<file path="config.mk">
export PLATFORM = sky130hd
export DESIGN_NAME = mandelbrot_escape_iteration_top_flat
export DESIGN_NICKNAME = d
export VERILOG_FILES = /design/src/mbe_pkg.sv /design/src/mbe_if.sv /design/src/mbe_cfg.sv /design/src/mbe_mul.sv /design/src/mandelbrot_escape_iteration_top.sv /design/src/flat_wrapper.sv
export SDC_FILE = /design/constraint.sdc
export NUM_CORES = 2
export LEC_CHECK = 0
export ABC_CLOCK_PERIOD_IN_PS = 11280
export BUFFER_PORTS_ARGS = -buffer_cell sky130_fd_sc_hd__buf_2
export CELL_PAD_IN_SITES_DETAIL_PLACEMENT = 0
export CELL_PAD_IN_SITES_GLOBAL_PLACEMENT = 1
export CORE_MARGIN = 1
export CORE_UTILIZATION = 35
export DETAILED_ROUTE_END_ITERATION = 8
export PLACE_DENSITY = 0.71
export SYNTH_ARGS = -nofsm -noshare
export SYNTH_HDL_FRONTEND = slang
export SYNTH_HIERARCHICAL = 1
export SYNTH_SLANG_ARGS = --single-unit
</file>
<file path="constraint.sdc">
create_clock -name clk -period 11.28 [get_ports clk]
set_input_delay 1.128 -clock clk [delete_from_list [all_inputs] [get_ports clk]]
set_output_delay 1.128 -clock clk [all_outputs]
set_load 0.05 [all_outputs]
</file>
<file path="src/mbe_pkg.sv">
// Shared types, constants and helper functions for the Mandelbrot escape-time block.
// Used by the channel interfaces, the register file, the multiplier and the top level.
// Depends on nothing.
package mbe_pkg;

  // Fixed-point format of coordinates and z components (signed Q4.28).
  localparam int FRAC_BITS = 28;
  localparam int COORD_W   = 32;
  localparam int STEP_W    = 31;

  // Pixel index width and image dimension limit.
  localparam int IDX_W   = 10;
  localparam int MAX_DIM = 1024;

  // Iteration counter and magnitude widths.
  localparam int ITER_W = 16;
  localparam int MAG_W  = 36;

  // Full product, truncated square and pre-saturation sum widths.
  localparam int PROD_W = 2 * COORD_W;
  localparam int SQ_W   = PROD_W - 1 - FRAC_BITS;
  localparam int SUM_W  = COORD_W + IDX_W;

  // Bailout threshold |z|^2 = 4.0, held one bit wider than the magnitude.
  localparam logic [MAG_W:0] BAILOUT = (MAG_W + 1)'(4) << FRAC_BITS;

  // Configuration port geometry.
  localparam int CFG_DATA_W = 32;
  localparam int CFG_ADDR_W = 5;
  localparam int REG_IDX_W  = CFG_ADDR_W - 2;

  typedef logic signed [COORD_W-1:0] coord_t;
  typedef logic [STEP_W-1:0]         step_t;
  typedef logic [ITER_W-1:0]         iter_t;
  typedef logic [IDX_W-1:0]          idx_t;
  typedef logic [SQ_W-1:0]           sq_t;
  typedef logic [MAG_W-1:0]          mag_t;

  // Reset values: origin -2.0, step 4/800, limit 50.
  localparam coord_t ORIGIN_RST = -32'sd536870912;
  localparam step_t  STEP_RST   = 31'd1342177;
  localparam iter_t  LIMIT_RST  = 16'd50;

  // Register indexes on the configuration port.
  typedef enum logic [REG_IDX_W-1:0] {
    REG_ORIGIN_REAL = 3'd0,
    REG_ORIGIN_IMAG = 3'd1,
    REG_STEP_REAL   = 3'd2,
    REG_STEP_IMAG   = 3'd3,
    REG_ITER_LIMIT  = 3'd4
  } reg_idx_t;

  // Current configuration, handed from the register file to the datapath.
  typedef struct packed {
    coord_t origin_real;
    coord_t origin_imag;
    step_t  step_real;
    step_t  step_imag;
    iter_t  iteration_limit;
  } cfg_regs_t;

  // Saturate a wide signed sum to the coordinate range.
  function automatic coord_t sat_coord(input logic signed [SUM_W-1:0] x);
    if ((&x[SUM_W-1:COORD_W-1]) || !(|x[SUM_W-1:COORD_W-1])) begin
      return x[COORD_W-1:0];
    end else if (x[SUM_W-1]) begin
      return {1'b1, {(COORD_W - 1){1'b0}}};
    end else begin
      return {1'b0, {(COORD_W - 1){1'b1}}};
    end
  endfunction

  // Limit a pixel index to the last valid column or row.
  function automatic idx_t clamp_index(input idx_t v);
    logic [IDX_W:0] wide;
    wide = {1'b0, v};
    if (wide >= (IDX_W + 1)'(MAX_DIM)) begin
      return IDX_W'(MAX_DIM - 1);
    end
    return v;
  endfunction

endpackage

</file>
<file path="src/mbe_if.sv">
// Valid/ready channel interfaces for pixel beats in and escape results out.
// Depends on mbe_pkg for the field widths.
interface mbe_in_if;
  import mbe_pkg::*;

  logic valid;
  logic ready;
  idx_t column;
  idx_t row;

  modport source (output valid, output column, output row, input ready);
  modport sink   (input valid, input column, input row, output ready);
endinterface

interface mbe_out_if;
  import mbe_pkg::*;

  logic  valid;
  logic  ready;
  iter_t iterations;
  logic  escaped;
  mag_t  final_magnitude_sq;

  modport source (output valid, output iterations, output escaped,
                  output final_magnitude_sq, input ready);
  modport sink   (input valid, input iterations, input escaped,
                  input final_magnitude_sq, output ready);
endinterface

</file>
<file path="src/mbe_cfg.sv">
// APB-style configuration register file: origin, step and iteration limit.
// Depends on mbe_pkg for the register layout and reset values.
module mbe_cfg (
  input  logic                            clk,
  input  logic                            rst_n,
  input  logic                            psel,
  input  logic                            penable,
  input  logic                            pwrite,
  input  logic [mbe_pkg::CFG_ADDR_W-1:0]  paddr,
  input  logic [mbe_pkg::CFG_DATA_W-1:0]  pwdata,
  output logic [mbe_pkg::CFG_DATA_W-1:0]  prdata,
  output logic                            pready,
  output mbe_pkg::cfg_regs_t              cfg
);
  import mbe_pkg::*;

  cfg_regs_t cfg_r;
  reg_idx_t  idx;
  logic      wr_en;

  assign pready = 1'b1;
  assign idx    = reg_idx_t'(paddr[CFG_ADDR_W-1:2]);
  assign wr_en  = psel && penable && pwrite;
  assign cfg    = cfg_r;

  // Register writes complete in the access phase.
  always_ff @(posedge clk) begin
    if (!rst_n) begin
      cfg_r.origin_real     <= ORIGIN_RST;
      cfg_r.origin_imag     <= ORIGIN_RST;
      cfg_r.step_real       <= STEP_RST;
      cfg_r.step_imag       <= STEP_RST;
      cfg_r.iteration_limit <= LIMIT_RST;
    end else if (wr_en) begin
      unique case (idx)
        REG_ORIGIN_REAL: cfg_r.origin_real     <= pwdata[COORD_W-1:0];
        REG_ORIGIN_IMAG: cfg_r.origin_imag     <= pwdata[COORD_W-1:0];
        REG_STEP_REAL:   cfg_r.step_real       <= pwdata[STEP_W-1:0];
        REG_STEP_IMAG:   cfg_r.step_imag       <= pwdata[STEP_W-1:0];
        REG_ITER_LIMIT:  cfg_r.iteration_limit <= pwdata[ITER_W-1:0];
        default: ;
      endcase
    end
  end

  // Read-back mux; unmapped addresses read as zero.
  always_comb begin
    unique case (idx)
      REG_ORIGIN_REAL: prdata = CFG_DATA_W'(cfg_r.origin_real);
      REG_ORIGIN_IMAG: prdata = CFG_DATA_W'(cfg_r.origin_imag);
      REG_STEP_REAL:   prdata = CFG_DATA_W'(cfg_r.step_real);
      REG_STEP_IMAG:   prdata = CFG_DATA_W'(cfg_r.step_imag);
      REG_ITER_LIMIT:  prdata = CFG_DATA_W'(cfg_r.iteration_limit);
      default:         prdata = '0;
    endcase
  end

endmodule

</file>
<file path="src/mbe_mul.sv">
// Shared signed 32x32 multiplier with a registered 64-bit product.
// Depends on mbe_pkg for the operand and product widths.
module mbe_mul (
  input  logic                                  clk,
  input  logic                                  en,
  input  mbe_pkg::coord_t                       a,
  input  mbe_pkg::coord_t                       b,
  output logic signed [mbe_pkg::PROD_W-1:0]     p_r
);
  import mbe_pkg::*;

  // One product per enabled cycle; the result holds otherwise.
  always_ff @(posedge clk) begin
    if (en) begin
      p_r <= PROD_W'(a) * PROD_W'(b);
    end
  end

endmodule

</file>
<file path="src/mandelbrot_escape_iteration_top.sv">
// Mandelbrot escape-time engine: one pixel in, one iteration result out.
// Depends on mbe_pkg, mbe_if, mbe_cfg and mbe_mul.
//
// Usage: a beat on in_ch carries a pixel column and row. The block maps it to
// c = origin + index * step, iterates z = z^2 + c from zero until |z|^2 reaches
// 4.0 or the iteration limit is hit, and returns one beat on out_ch with the
// iteration count, the escaped flag and the final |z|^2 (unsigned Q8.28).
// Registers sit on the APB-style port; the user must write them only while
// the block is idle, since the block itself does not enforce this.
// Timing: in_ch is ready again in the cycle the result appears, so a new pixel
// is taken only after the last one is done. The single shared 32x32 multiplier
// bounds the rate: it forms two coordinate products at setup and three products
// (zx*zy, zx^2, zy^2) per iteration.
// The result waits in an output register; the next pixel is accepted and runs
// while it waits. If the receiver still stalls when the next result is done,
// the sequencer holds in its final state until the register frees up.
// Reset restores the default view (origin -2-2i, step 4/800, limit 50) and
// empties the output register.
module mandelbrot_escape_iteration_top (
  input  logic                            clk,
  input  logic                            rst_n,
  mbe_in_if.sink                          in_ch,
  mbe_out_if.source                       out_ch,
  input  logic                            psel,
  input  logic                            penable,
  input  logic                            pwrite,
  input  logic [mbe_pkg::CFG_ADDR_W-1:0]  paddr,
  input  logic [mbe_pkg::CFG_DATA_W-1:0]  pwdata,
  output logic [mbe_pkg::CFG_DATA_W-1:0]  prdata,
  output logic                            pready
);
  import mbe_pkg::*;

  // Sequencer states, one-hot.
  typedef enum logic [10:0] {
    S_IDLE = 11'b000_0000_0001,
    S_CRE  = 11'b000_0000_0010,
    S_CIM  = 11'b000_0000_0100,
    S_CSET = 11'b000_0000_1000,
    S_TEST = 11'b000_0001_0000,
    S_MXY  = 11'b000_0010_0000,
    S_UPD  = 11'b000_0100_0000,
    S_MXX  = 11'b000_1000_0000,
    S_MYY  = 11'b001_0000_0000,
    S_SQY  = 11'b010_0000_0000,
    S_DONE = 11'b100_0000_0000
  } state_t;

  state_t    state_r, state_nxt;
  cfg_regs_t cfg;

  idx_t   col_r, row_r;
  coord_t cx_r, cy_r, zx_r, zy_r;
  sq_t    zx2_r, zy2_r;
  iter_t  iter_r;

  logic                     out_valid_r, out_valid_nxt;
  iter_t                    out_iter_r;
  logic                     out_esc_r;
  mag_t                     out_mag_r;

  coord_t                   mul_a, mul_b;
  logic                     mul_en;
  logic signed [PROD_W-1:0] mul_p;
  logic signed [PROD_W-1:0] p_sh;

  logic signed [SUM_W-1:0]  cx_sum, cy_sum, zx_sum, zy_sum;
  logic [MAG_W:0]           mag_wide;
  mag_t                     mag_sat;
  logic                     below_limit, keep_going, in_acc, out_load;

  // Configuration registers.
  mbe_cfg u_cfg (
    .clk     (clk),
    .rst_n   (rst_n),
    .psel    (psel),
    .penable (penable),
    .pwrite  (pwrite),
    .paddr   (paddr),
    .pwdata  (pwdata),
    .prdata  (prdata),
    .pready  (pready),
    .cfg     (cfg)
  );

  // Shared multiplier.
  mbe_mul u_mul (
    .clk (clk),
    .en  (mul_en),
    .a   (mul_a),
    .b   (mul_b),
    .p_r (mul_p)
  );

  // Multiplier operand selection per sequencer step.
  always_comb begin
    mul_en = 1'b1;
    unique case (state_r)
      S_CRE: begin
        mul_a = COORD_W'(col_r);
        mul_b = COORD_W'(cfg.step_real);
      end
      S_CIM: begin
        mul_a = COORD_W'(row_r);
        mul_b = COORD_W'(cfg.step_imag);
      end
      S_MXY: begin
        mul_a = zx_r;
        mul_b = zy_r;
      end
      S_MXX: begin
        mul_a = zx_r;
        mul_b = zx_r;
      end
      S_MYY: begin
        mul_a = zy_r;
        mul_b = zy_r;
      end
      default: begin
        mul_en = 1'b0;
        mul_a  = '0;
        mul_b  = '0;
      end
    endcase
  end

  // Coordinate sums and the z update, all before saturation.
  always_comb begin
    p_sh   = mul_p >>> (FRAC_BITS - 1);
    cx_sum = SUM_W'(cfg.origin_real) + $signed(mul_p[SUM_W-1:0]);
    cy_sum = SUM_W'(cfg.origin_imag) + $signed(mul_p[SUM_W-1:0]);
    zy_sum = $signed(p_sh[SUM_W-1:0]) + SUM_W'(cy_r);
    zx_sum = $signed(SUM_W'(zx2_r)) - $signed(SUM_W'(zy2_r)) + SUM_W'(cx_r);
  end

  // Magnitude, bailout test and limit test.
  assign mag_wide    = (MAG_W + 1)'(zx2_r) + (MAG_W + 1)'(zy2_r);
  assign mag_sat     = mag_wide[MAG_W] ? '1 : mag_wide[MAG_W-1:0];
  assign below_limit = iter_r < cfg.iteration_limit;
  assign keep_going  = below_limit && (mag_wide < BAILOUT);

  // Handshakes.
  assign in_acc      = in_ch.valid && in_ch.ready;
  assign in_ch.ready = (state_r == S_IDLE);
  assign out_load    = (state_r == S_DONE) && (!out_valid_r || out_ch.ready);

  // Sequencer next state.
  always_comb begin
    unique case (state_r)
      S_IDLE:  state_nxt = in_acc ? S_CRE : S_IDLE;
      S_CRE:   state_nxt = S_CIM;
      S_CIM:   state_nxt = S_CSET;
      S_CSET:  state_nxt = S_TEST;
      S_TEST:  state_nxt = keep_going ? S_MXY : S_DONE;
      S_MXY:   state_nxt = S_UPD;
      S_UPD:   state_nxt = S_MXX;
      S_MXX:   state_nxt = S_MYY;
      S_MYY:   state_nxt = S_SQY;
      S_SQY:   state_nxt = S_TEST;
      S_DONE:  state_nxt = out_load ? S_IDLE : S_DONE;
      default: state_nxt = S_IDLE;
    endcase
  end

  always_ff @(posedge clk) begin
    if (!rst_n) begin
      state_r <= S_IDLE;
    end else begin
      state_r <= state_nxt;
    end
  end

  // Datapath registers, written step by step; S_CSET clears z, the squares and the counter.
  always_ff @(posedge clk) begin
    unique case (state_r)
      S_IDLE: begin
        if (in_acc) begin
          col_r <= clamp_index(in_ch.column);
          row_r <= clamp_index(in_ch.row);
        end
      end
      S_CIM: cx_r <= sat_coord(cx_sum);
      S_CSET: begin
        cy_r   <= sat_coord(cy_sum);
        zx_r   <= '0;
        zy_r   <= '0;
        zx2_r  <= '0;
        zy2_r  <= '0;
        iter_r <= '0;
      end
      S_UPD: begin
        zy_r   <= sat_coord(zy_sum);
        zx_r   <= sat_coord(zx_sum);
        iter_r <= iter_r + ITER_W'(1);
      end
      S_MYY:   zx2_r <= mul_p[FRAC_BITS +: SQ_W];
      S_SQY:   zy2_r <= mul_p[FRAC_BITS +: SQ_W];
      default: ;
    endcase
  end

  // Output register.
  assign out_valid_nxt = out_load || (out_valid_r && !out_ch.ready);

  always_ff @(posedge clk) begin
    if (!rst_n) begin
      out_valid_r <= 1'b0;
    end else begin
      out_valid_r <= out_valid_nxt;
    end
  end

  always_ff @(posedge clk) begin
    if (out_load) begin
      out_iter_r <= iter_r;
      out_esc_r  <= below_limit;
      out_mag_r  <= mag_sat;
    end
  end

  assign out_ch.valid              = out_valid_r;
  assign out_ch.iterations         = out_iter_r;
  assign out_ch.escaped            = out_esc_r;
  assign out_ch.final_magnitude_sq = out_mag_r;

  // An accepted pixel always starts the coordinate setup.
  a_accept_starts: assert property (@(posedge clk) disable iff (!rst_n)
    in_acc |=> (state_r == S_CRE))
    else $error("accepted pixel did not start coordinate setup");

  // The iteration counter never runs past the limit.
  a_iter_bound: assert property (@(posedge clk) disable iff (!rst_n)
    (state_r == S_TEST) |-> (iter_r <= cfg.iteration_limit))
    else $error("iteration counter exceeded the limit");

  // A result waiting on a full, stalled output register is held back.
  a_done_holds: assert property (@(posedge clk) disable iff (!rst_n)
    ((state_r == S_DONE) && out_valid_r && !out_ch.ready) |=> (state_r == S_DONE))
    else $error("result overwrote a stalled output beat");

  // An escaped result always reports fewer iterations than the limit.
  a_escape_count: assert property (@(posedge clk) disable iff (!rst_n)
    (out_valid_r && out_esc_r) |-> (out_iter_r < cfg.iteration_limit))
    else $error("escaped flag set at or beyond the iteration limit");

endmodule
</file>
<file path="src/flat_wrapper.sv">
// flat-port wrapper written by rule: the top's interface ports become plain ports
module mandelbrot_escape_iteration_top_flat import mbe_pkg::*;
  (clk, rst_n, psel, penable, pwrite, paddr, pwdata, prdata, pready, in_ch_valid, in_ch_column, in_ch_row, in_ch_ready, out_ch_valid, out_ch_iterations, out_ch_escaped, out_ch_final_magnitude_sq, out_ch_ready);
  mbe_in_if in_ch_i ();
  mbe_out_if out_ch_i ();
  input  logic clk;
  input  logic rst_n;
  input  logic psel;
  input  logic penable;
  input  logic pwrite;
  input  logic [mbe_pkg::CFG_ADDR_W-1:0] paddr;
  input  logic [mbe_pkg::CFG_DATA_W-1:0] pwdata;
  output logic [mbe_pkg::CFG_DATA_W-1:0] prdata;
  output logic pready;
  input wire logic [$bits(in_ch_i.valid)-1:0] in_ch_valid;
  input wire logic [$bits(in_ch_i.column)-1:0] in_ch_column;
  input wire logic [$bits(in_ch_i.row)-1:0] in_ch_row;
  output wire logic [$bits(in_ch_i.ready)-1:0] in_ch_ready;
  output wire logic [$bits(out_ch_i.valid)-1:0] out_ch_valid;
  output wire logic [$bits(out_ch_i.iterations)-1:0] out_ch_iterations;
  output wire logic [$bits(out_ch_i.escaped)-1:0] out_ch_escaped;
  output wire logic [$bits(out_ch_i.final_magnitude_sq)-1:0] out_ch_final_magnitude_sq;
  input wire logic [$bits(out_ch_i.ready)-1:0] out_ch_ready;
  assign in_ch_i.valid = in_ch_valid;
  assign in_ch_i.column = in_ch_column;
  assign in_ch_i.row = in_ch_row;
  assign in_ch_ready = in_ch_i.ready;
  assign out_ch_valid = out_ch_i.valid;
  assign out_ch_iterations = out_ch_i.iterations;
  assign out_ch_escaped = out_ch_i.escaped;
  assign out_ch_final_magnitude_sq = out_ch_i.final_magnitude_sq;
  assign out_ch_i.ready = out_ch_ready;
  mandelbrot_escape_iteration_top u_core (.clk(clk), .rst_n(rst_n), .in_ch(in_ch_i), .out_ch(out_ch_i), .psel(psel), .penable(penable), .pwrite(pwrite), .paddr(paddr), .pwdata(pwdata), .prdata(prdata), .pready(pready));
endmodule
</file>
==> impl_summary.log <==
[metrics] power share of the combinational group: 9.4%
[metrics] total routing resource utilization after global routing: 22.4%
[metrics] cell mode on critical path: sky130_fd_sc_hd__fa_1
[metrics] Max Clock Skew: 92.4 ps
[metrics] power per cell area: 59.1 nW/µm²
[metrics] overall routed net length: 223000 µm
[metrics] cells resized by post-CTS repair: 0
[metrics] net total in the final layout: 8806
[metrics] cell with the most instances after synthesis: sky130_fd_sc_hd__inv_1
[metrics] area of the mapped netlist: 69400 µm²
[metrics] wire per inst: 22.5 µm
[metrics] global route overflow: 0
[metrics] clock period minus worst slack: 10540 ps
[metrics] Pint: 3.23 mW
[metrics] share of the core filled with cells in the final layout: 38.0%
[metrics] Finish-stage setup viols: 0
[metrics] main flop type after synthesis: sky130_fd_sc_hd__edfxtp_1
[metrics] post-synthesis sequential element count: 505
[metrics] router iterations before antenna repair: 9
[metrics] clock tree from TritonCTS: done
[metrics] wire length of the first global-routing pass: 338000 µm
[metrics] Commonest cells post-synth: 1107 x sky130_fd_sc_hd__inv_1, 1088 x sky130_fd_sc_hd__fa_1, 939 x sky130_fd_sc_hd__nand2_1
[metrics] total CTS buffers: 56
[metrics] Die H: 447 µm
[metrics] cell count of the worst hold path: 2
[metrics] type of the worst min-delay path: reg -> reg
[metrics] sequential fraction of design power: 45.8%
[metrics] register-to-register path setup slack: 740 ps
[metrics] maximum number of pins on one net before global-route repair: 79
[metrics] switching part of the total power: 27.0%
[metrics] number of standard cells in the layout, taps in and fillers out: 9917
[metrics] number of library cell types mapped by synthesis: 103
[metrics] GPL Wtd Cong: 0.947
[metrics] footprint of the flip-flops and latches: 13600 µm²
[metrics] endpoint of the most critical register-to-register path: u_core/u_mul/p_r[56]
[metrics] clock latency at the later pin of the worst-skew pair: 730 ps
[metrics] outcome: finished, violations left
[metrics] fraction of registers with async set/reset: 0%
[metrics] adder and majority cell fraction of the synthesized area: 39.1%
[metrics] launch point of the critical path: u_core/state_r[2]
[metrics] Compound-Gate Fraction of Synth Area: 10.9%
[metrics] max-cap check violation count: 0
[metrics] timing-limited maximum frequency: 94.9 MHz
[metrics] end of the critical path: u_core/u_mul/p_r[56]
[metrics] combinational family with the most area after synthesis: adder cells
[metrics] overall power after layout: 4.42 mW
[metrics] share of synthesized area spent on multiplexers: 2.81%
[metrics] switching pwr: 1.20 mW
[metrics] Worst-Margin Slew: 1330 ps
[metrics] instance count of the mapped netlist: 7287
[metrics] remaining design rule violation count: 7
[metrics] clock network power share: 44.8%
[metrics] placed cell count: 9808
[metrics] number of antenna violations at the first check in global routing: 21
[metrics] portion of synthesized cell area occupied by the leading cell type: 31.4%
[metrics] setup repair after global routing missed its margin: no
[metrics] maximum root-to-sink buffer count: 3
[metrics] sequential-to-total area share from yosys stat: 19.6%
[metrics] Boundary Pins: 152
[metrics] maximum fanout encountered on the critical timing path: 26
[metrics] Setup TNS: 0 ps
[metrics] area inside the core boundary: 197000 µm²
[metrics] count of flip-flops with a built-in enable after synthesis: 351
[metrics] depth of the worst register-to-register path: 29
[metrics] syn nets: 8867
[metrics] DIE AREA: 200000 µm²
[metrics] Critical Path AT: 10940 ps
[metrics] worst slack after detailed placement: 858 ps
[metrics] XOR/XNOR share of the synthesized area: 3.60%
[metrics] half-perimeter wire length after detailed placement: 182000 µm
[metrics] fraction of final layout cells with drive strength greater than 1: 6.50%
[metrics] final number of max-transition violations: 0
[metrics] yosys warns: 6
[metrics] Worst VDD drop: 0.120 mV
[metrics] buffer cell driving the clock tree root: sky130_fd_sc_hd__clkbuf_16
[metrics] worst relative slew slack: 11.6%
[metrics] hold bufs inserted after CTS: 0
[metrics] top cell type by total area after synthesis: sky130_fd_sc_hd__fa_1
[metrics] Die W: 447 µm
[metrics] starting density of the core: 35.2%
[metrics] dominant cells by area after synthesis: sky130_fd_sc_hd__fa_1 31%, sky130_fd_sc_hd__edfxtp_1 15%, sky130_fd_sc_hd__ha_1 7.7%
[metrics] number of antenna-violating nets in the routed design: 0
[metrics] final setup slack of the worst path: 742 ps
[metrics] DRC marker count from the first detailed-route iteration: 4111
[metrics] slowest cell delay on critical path: 1030 ps
[metrics] endpoints failing hold: 0
[metrics] Multi-input gate area: 50000 µm²
[metrics] startpoint class of the critical path: flop
[metrics] failing checks: design-rule violations
[metrics] slowest stage cell, crit path: sky130_fd_sc_hd__a22o_1
[metrics] Lkg Pwr: 35.0 nW
[metrics] detailed-route via count: 52200
[metrics] number of cell rows: 163
[metrics] number of I/O port buffers: 148
[metrics] average vias per placed instance: 5.26
[metrics] Clk pin slew, worst setup/hold paths: 60 ps
[metrics] area share of and/or/nand/nor cells after synthesis: 15.5%
[metrics] H-Tree Depth: 2
[metrics] Final Cycle Share: 93.4%
[metrics] data required time at the worst endpoint: 11680 ps
[metrics] category of the worst setup path capture point: flop
[metrics] clock sink count: 505
[metrics] average size of a mapped cell: 9.53 µm²
[metrics] setup repair bufs after CTS: 0
[metrics] Crit Path Class: reg -> reg
[metrics] fillers: 19800
[metrics] Synth-to-Final Area Change: 7.88%
[metrics] via count of the first global-routing pass: 53600
[metrics] reg-to-reg critical path startpoint: u_core/state_r[2]
layout make-up:
type / instances / area share [%]
tap: 2640 / 4.41
timing repair buffer: 281 / 2.38
sequential: 505 / 18.2
clock inverter: 41 / 0.613
antenna: 3 / 0.0100
inverter: 1108 / 5.55
clock buffer: 65 / 2.01
multi-input combinational: 5274 / 66.8
power groups by stage:
stage               Combinational, mW  Clock (mW)  Sequential (mW)
global placement                0.404           0             2.07
CTS                             0.409        2.02             2.03
detailed placement              0.407           0             2.07
floorplan                       0.271           0             2.04
finish                          0.414        1.98             2.03
global route                    0.445        2.08             2.03
cell families (layout without fill, tap and decap cells):
logic type,after synthesis,count (layout)
and+or+nand+nor,2180,2180
adders and majority gates,1516,1516
buffers and inverters,1508,1495
AOI/OAI and AO/OA,1118,1118
DFF,505,505
xor gates and xnor gates,285,285
muxes,174,174
other,1,4
cell usage in the layout (no fill, tap or decap), types with 26 or more instances in the layout:
cell type                   count
sky130_fd_sc_hd__nand2_1      938
sky130_fd_sc_hd__a222oi_1      41
sky130_fd_sc_hd__o221ai_1      33
sky130_fd_sc_hd__a22oi_1       32
sky130_fd_sc_hd__fa_1        1088
sky130_fd_sc_hd__nor2b_1       89
sky130_fd_sc_hd__a21o_1       174
sky130_fd_sc_hd__nor2_1       210
sky130_fd_sc_hd__nand3_1       67
sky130_fd_sc_hd__o21a_1        26
sky130_fd_sc_hd__ha_1         428
sky130_fd_sc_hd__buf_4        130
sky130_fd_sc_hd__xor2_1        89
sky130_fd_sc_hd__nand4_1       47
sky130_fd_sc_hd__a31oi_1       30
sky130_fd_sc_hd__o21ai_0      131
sky130_fd_sc_hd__buf_2        147
sky130_fd_sc_hd__nor3_1        47
sky130_fd_sc_hd__o211ai_1      32
sky130_fd_sc_hd__dfxtp_1      154
sky130_fd_sc_hd__a21oi_1      348
sky130_fd_sc_hd__edfxtp_1     351
sky130_fd_sc_hd__and2_1       605
sky130_fd_sc_hd__xnor2_1      196
sky130_fd_sc_hd__inv_1       1107
sky130_fd_sc_hd__o21bai_1      52
sky130_fd_sc_hd__nand2b_1      36
sky130_fd_sc_hd__clkbuf_16     57
sky130_fd_sc_hd__mux2i_1      143
critical path, delay by kind of cell (launching register included):
| family | cells | cell delay [ps] |
|---|---|---|
| adder cells (fa/ha/maj) | 9 | 4490 |
| AND/OR/NAND/NOR | 10 | 2590 |
| AO/OA/AOI/OAI | 5 | 2180 |
| buffers and inverters | 4 | 430 |
| flip-flops | 1 | 330 |
| multiplexers | 1 | 190 |
registers in the layout (all words and copies together), names as in the netlist, 32 cells and up:
register,cells
u_core/u_cfg/cfg,142
u_core/u_mul/p_r,64
u_core/zx2_r,35
u_core/cy_r,32
u_core/zy_r,32
u_core/cx_r,32
u_core/out_ch.final_magnitude_sq,36
u_core/zy2_r,35
u_core/zx_r,32
worst min-delay path by stage:
stage / startpoint / endpoint
detailed placement: u_core/u_cfg/cfg[57] / u_core/u_cfg/cfg[57]
finish: u_core/u_cfg/cfg[63] / u_core/u_cfg/cfg[63]
floorplan: u_core/u_cfg/cfg[63] / u_core/u_cfg/cfg[63]
CTS: u_core/u_cfg/cfg[57] / u_core/u_cfg/cfg[57]
global route: u_core/u_cfg/cfg[57] / u_core/u_cfg/cfg[57]
global placement: u_core/u_cfg/cfg[64] / u_core/u_cfg/cfg[64]
per-layer routing:
| metal | global-route usage (%) | vias to the layer above | wire [µm] |
|---|---|---|---|
| met1 | 29.5 | 26900 | 93600 |
| met4 | 8.65 | 8 | 10200 |
| li1 | - | 23500 | - |
| met2 | 38.0 | 1467 | 108000 |
| met3 | 2.08 | 320 | 11500 |
| met5 | 0 | - | 43 |
metrics by stage:
| stage | instance area, µm² | hold slack (ps) |
|---|---|---|
| finish | 74900 | 482 |
| global route | 74900 | 496 |
| CTS | 74900 | 475 |
| detailed placement | 72900 | 467 |
| global placement | 72900 | 454 |
| floorplan | 69400 | 444 |
(Power assumes the default switching activity.)
